File: src/hw/rtl/rvec_pkg.sv
// shared types and codes for the register vm execute core
// no dependencies

package rvec_pkg;

  // default sizes
  localparam int unsigned RegCountDef    = 16;
  localparam int unsigned RetDepthDef    = 64;
  localparam int unsigned DataDepthDef   = 256;

  // operation codes
  typedef enum logic [4:0] {
    OP_MOVRI = 5'd0,  OP_MOVRR = 5'd1,  OP_ADDR  = 5'd2,  OP_ADDI  = 5'd3,
    OP_SUBR  = 5'd4,  OP_SUBI  = 5'd5,  OP_MULR  = 5'd6,  OP_MULI  = 5'd7,
    OP_DIVR  = 5'd8,  OP_DIVI  = 5'd9,  OP_CALL  = 5'd10, OP_RET   = 5'd11,
    OP_PRINT = 5'd12, OP_BLE   = 5'd13, OP_BGE   = 5'd14, OP_CMP   = 5'd15,
    OP_JMP   = 5'd16, OP_JE    = 5'd17, OP_JNE   = 5'd18, OP_JL    = 5'd19,
    OP_JLE   = 5'd20, OP_JG    = 5'd21, OP_JGE   = 5'd22, OP_PUSH  = 5'd23,
    OP_POP   = 5'd24
  } op_e;

  // error codes
  typedef enum logic [2:0] {
    ERR_NONE      = 3'd0,
    ERR_RET_EMPTY = 3'd1,
    ERR_DATA_UNDR = 3'd2,
    ERR_UNKNOWN   = 3'd3,
    ERR_RET_FULL  = 3'd4,
    ERR_DATA_FULL = 3'd5
  } err_e;

  // controller states
  typedef enum logic [2:0] {
    ST_IDLE, ST_READ, ST_EXEC, ST_MULDIV, ST_FIN
  } state_e;

  // input item
  typedef struct packed {
    logic [4:0]         operation;
    logic [15:0]        instruction_address;
    logic [3:0]         first_register;
    logic [3:0]         second_register;
    logic signed [63:0] immediate_value;
    logic [15:0]        jump_target;
  } in_item_t;

  // result item
  typedef struct packed {
    logic [16:0]        next_address;
    logic               print_valid;
    logic signed [63:0] print_value;
    logic [2:0]         error_code;
    logic               done_res;
  } out_item_t;

  // controller to datapath
  typedef struct packed {
    logic capture;
    logic start_md;
    logic commit;
  } ctrl_cmd_t;

  // datapath to controller
  typedef struct packed {
    logic md_need;
    logic md_busy;
    logic out_free;
  } dp_status_t;

endpackage

File: src/hw/rtl/rvec_ctrl.sv
// controller state machine sequencing one item at a time
// depends on rvec_pkg

module rvec_ctrl
  import rvec_pkg::*;
(
  input  logic       clk_i,
  input  logic       rst_ni,
  input  logic       in_valid_i,
  output logic       in_stall_o,
  input  dp_status_t status_i,
  output ctrl_cmd_t  cmd_o
);

  state_e state_q, state_d;

  // state register
  always_ff @(posedge clk_i or negedge rst_ni) begin
    if (!rst_ni) state_q <= ST_IDLE;
    else state_q <= state_d;
  end

  // next state and commands
  always_comb begin
    state_d        = state_q;
    cmd_o.capture  = 1'b0;
    cmd_o.start_md = 1'b0;
    cmd_o.commit   = 1'b0;
    in_stall_o     = 1'b1;
    case (state_q)
      ST_IDLE: begin
        in_stall_o = 1'b0;
        if (in_valid_i) begin
          cmd_o.capture = 1'b1;
          state_d = ST_READ;
        end
      end
      ST_READ: state_d = ST_EXEC;
      ST_EXEC: begin
        if (status_i.md_need) begin
          cmd_o.start_md = 1'b1;
          state_d = ST_MULDIV;
        end else state_d = ST_FIN;
      end
      ST_MULDIV: if (!status_i.md_busy) state_d = ST_FIN;
      ST_FIN: begin
        if (status_i.out_free) begin
          cmd_o.commit = 1'b1;
          state_d = ST_IDLE;
        end
      end
      default: state_d = ST_IDLE;
    endcase
  end

endmodule

File: config.mk
export PLATFORM = sky130hd
export DESIGN_NAME = rvec_ctrl
export DESIGN_NICKNAME = d
export VERILOG_FILES = /design/src/hw/rtl/rvec_pkg.sv /design/src/hw/rtl/rvec_ctrl.sv
export SDC_FILE = /design/constraint.sdc
export NUM_CORES = 1
export LEC_CHECK = 0
export ABC_AREA = 1
export BUFFER_PORTS_ARGS = -buffer_cell sky130_fd_sc_hd__buf_2
export CAP_MARGIN = 20
export CORE_AREA = 2 2 39 41
export CTS_CLUSTER_SIZE = 25
export DETAILED_ROUTE_END_ITERATION = 7
export DIE_AREA = 0 0 41 43
export PLACE_DENSITY = 0.31
export SYNTH_ARGS = -nofsm -noshare
export SYNTH_HDL_FRONTEND = slang
export SYNTH_SLANG_ARGS = --single-unit
File: constraint.sdc
create_clock -name clk_i -period 1.15 [get_ports clk_i]
set_input_delay 0.23 -clock clk_i [delete_from_list [all_inputs] [get_ports clk_i]]
set_output_delay 0.23 -clock clk_i [all_outputs]
set_load 0.005 [all_outputs]
-- Word-level counts from Yosys, hierarchy flattened
Index checks and enable logic that the tools add are counted.
- bits in registers: 3
- output and inout port bits: 4
- word-level logic and storage cells: 22
- equal/unequal tests: 7
- muxes and demuxes: 12
- reduce and logical (&&, ||, !) cells: 2
- operator list (cell ; number):
    $pmux W3 S5 ; 1
    $mux W3 ; 4
    $mux W1 ; 7
    $eq A3 B2 Y1 const B ; 2
    $ne A2 B2 Y1 const B ; 3
    $eq A3 B1 Y1 const B ; 1
    $eq A3 B3 Y1 const B ; 1
    $logic_not A3 Y1 ; 1
    $reduce_and A3 Y1 ; 1

-- Logic depth before layout (Yosys ltp)
- depth after elaboration: 3
- depth in mapped cells: 5
- depth with buffers taken out: 5

-- Worst setup path after synthesis
Ideal clock, no wire load.
- path kind: reg2out
- start point: register state_q[0]
- end point: output cmd_o[2] (netlist name)
- arrival time: 0.745 ns
- required time: 0.920 ns
- path slack: 0.175 ns
- stages on the path, launching flop included: 4
- path buffers: 0
- path through: dfrtp_1 > nor2_2 > nand2_1 > nor2_1
- RTL lines (element ; RTL line ; RTL):
    start: declaration ; rvec_ctrl.sv:15 ; state_e state_q, state_d;
    start signal: assignment ; rvec_ctrl.sv:20 ; else state_q <= state_d;
    end: declaration ; rvec_ctrl.sv:12 ; output ctrl_cmd_t cmd_o

==> summary.txt <==
Status
  • Outcome: finished with violations
  • Failing checks: negative setup slack

Timing
  • Final Hold Vio Count: 0
  • Maximum clock frequency: 776 MHz
  • Clock Skews: 3.62 ps
  • Crit path time final: 1290 ps
  • Max_slew headroom: 0.864
  • Worst Slack Setup Final: -138 ps
  • Unrepaired setup endpoints after global routing: yes
  • Endpoints failing setup: 4
  • Slew Limit Fails: 0
  • Final worst-path cycle share: 1.12
  • Worst slew pin tran: 204 ps

Layout
  • Nets@finish: 52
  • Reg area: 76.3 µm²
  • Layout cells sized above 1: 0.511
  • Area of the multi-input gates: 105 µm²
  • Antenna diodes: 0
  • Most common cell after layout, fill and taps aside: buf_2
  • Commonest non-fill, non-tap cells in the layout: buf_2 (9), inv_1 (5), nand3_1 (4), buf_4 (4), clkbuf_4 (3)
  • Fillers: 161
  • Largest registers: state_q: 3 flops
  • Max reg flops: 3
  • Layout area overhead: 80.7%
  • Largest Register: state_q

Setup path
  • Startpoint types: flop
  • Worst setup path end: cmd_o[2]
  • R2R depth: 5
  • CP max stage delay: 420 ps
  • Crit Path Max Fanout: 4
  • Crit end category: output pin
  • CP required: 920 ps
  • RR Endpoint: state_q[0]$_DFFE_PN0P_
  • Reg-to-reg setup timing slack: 70 ps
  • Kind of critical path: flop to output pin
  • Slowest cell on crit path: dfrtp_2
  • Critical Path Source: state_q[2]$_DFFE_PN0P_
  • Critical Path AT: 1060 ps
  • Worst R2R Start: state_q[0]$_DFFE_PN0P_
  • CP cell instances: nor2_4 -> nand2_2 -> nor2_1 -> buf_2

Yosys
  • Post-Syn Area: 188 µm²
  • Sequential fraction of the synthesis area: 0.400
  • Synth warn: 0
  • Netlist cell types: 11
  • Register bit total from synthesis: 3
  • Largest family of logic cells by synthesized area: simple AND/OR/NAND/NOR gates
  • Syn Inst Count: 27
  • Multiplexer share of the synthesized area: 0
  • Mean Syn Cell Area: 6.95 µm²
  • Post-Synth Adder-Cell Area: 0
  • Synth top area share: 0.400
  • Cell taking the most area after synthesis: dfrtp_1
  • Post-Synth XOR/XNOR Area: 0
  • Syn nets: 33
  • Synth area leaders: dfrtp_1 (40%), nand3_1 (13%), inv_1 (12%)
  • Post-Synth Simple-Gate Area: 0.367
  • Post-synthesis compound-gate area fraction: 0.0933

Routing
  • Via density: 4.03
  • TritonRoute pass-1 iters: 4
  • DR iter-0 viols: 3
  • Post-Route WL: 514 µm
  • Routed wire per std cell: 8.43 µm
  • Post-route ant nets: 0
  • Routed via count: 246
  • DRC errors left: 0

Power
  • Total power draw: 883 µW
  • Lkg Pwr: 0.000190 µW
  • Sw Share: 0.412
  • Internal Power: 519 µW
  • Proportion of power drawn by the clock network: 0.204
  • Combinational share of power: 0.529
  • Sw power: 364 µW
  • Reg power frac: 0.268
  • Power density over the cells: 2600 nW/µm²
  • Peak supply drop: 0.965 mV

Place
  • Worst slack, placed: 75.0 ps
  • GPL Wtd Cong: 0.729
  • IO buf count: 9
  • Dpl hpwl: 385 µm

Clocking
  • Clock Path Buffers: 2
  • TritonCTS clock tree: built
  • Total CTS buffers: 3
  • Clock Pin Slew Worst Setup and Hold Paths: 40 ps
  • CTS Sinks: 3
  • Cell chosen for the clock root: clkbuf_4
  • H-tree depth: 1
  • Skew-Pair Late Insertion Delay: 230 ps

Hold path
  • HP Class: input port to flop

Floorplanning
  • Ports: 10
  • Core area: 1380 µm²
  • Row cnt: 14
  • Die span in y: 43 µm
  • Die ar.: 1760 µm²
  • Die X-Extent: 41 µm
  • Initial Util: 0.136

Global route
  • Total grt overflow: 0
  • All-Layer GR Usage: 0.0694
  • Number of global-route vias before repair: 220
  • First-pass GRT wire length: 786 µm
  • Initial antenna violation count: 0
  • Largest net degree at the start of global routing: 5

Flow run
  • Max-capacitance violation count: 0
==> synth_stat cells <==
| master | n |
|---|---|
| dfrtp_1 | 3 |
| inv_1 | 6 |
| inv_2 | 1 |
| nand2_1 | 3 |
| nand3_1 | 5 |
| nand4_1 | 2 |
| nor2_1 | 2 |
| nor2_2 | 1 |
| nor4_1 | 1 |
| o211ai_1 | 1 |
| o21ai_1 | 2 |
==> final cells by class <==
type,instances,share of cell area
Sequential cell,3,0.225
Tap cell,16,0.0590
Clock buffer,4,0.0775
Timing Repair Buffer,14,0.251
Multi-Input combinational cell,17,0.310
Inverter,7,0.0775
==> worst min path at each step <==
stage / slack [ps] / cells after the start / startpoint / to
floorplan: -70 / 0 / rst_ni / state_q[0]$_DFFE_PN0P_
global route: 310 / 2 / rst_ni / state_q[1]$_DFFE_PN0P_
CTS: 290 / 3 / status_i[2] / state_q[1]$_DFFE_PN0P_
global placement: 30 / 1 / rst_ni / state_q[1]$_DFFE_PN0P_
finish: 300 / 3 / status_i[2] / state_q[1]$_DFFE_PN0P_
detailed placement: 30 / 1 / rst_ni / state_q[1]$_DFFE_PN0P_
==> through the flow <==
step	hold WS [ps]	TNS [ps]	cells	area (µm²)	util
detailed placement	26.3	0	53	260	0.188
global placement	26.1	0	53	260	0.188
finish	302	-477	61	339	0.245
floorplan	-65.6	0	27	188	-
CTS	294	-539	60	324	0.234
global route	310	-697	61	339	0.245
==> worst max-delay path: cells and delay by family, from the launching register on <==
family                 cells  cell delay (ps)
buffers and inverters      1              110
DFF                        1              420
and+or+nand+nor            3              300
==> logic make-up (layout without fill, tap and decap cells) <==
group                  Yosys count  in the layout
flip-flops                       3              3
buffers and inverters            7             25
AO/OA/AOI/OAI                    3              3
AND/OR/NAND/NOR                 14             14
==> power by group through the flow <==
stage	Sequential (µW)	Combinational [µW]	Clock (µW)
after floorplan	214	214	0
after detailed placement	216	354	0
after global routing	244	526	204
final	236	467	180
after global placement	217	361	0
after CTS	222	438	193
==> metal layers <==
metal  wire, µm  GRT usage
met1        213     0.0712
met2        286      0.109
met3         14     0.0157
met4          0     0.0600
met5          0          0
==> what timing repair did <==
action	in CTS	in global routing
resized for setup	4	2
pin swaps	2	2
endpoints found under the setup margin	4	4
hold buffers	1	0
setup buffers	2	1
endpoints found under the hold margin	3	0
No activity file was read; power rests on OpenSTA's default activity.
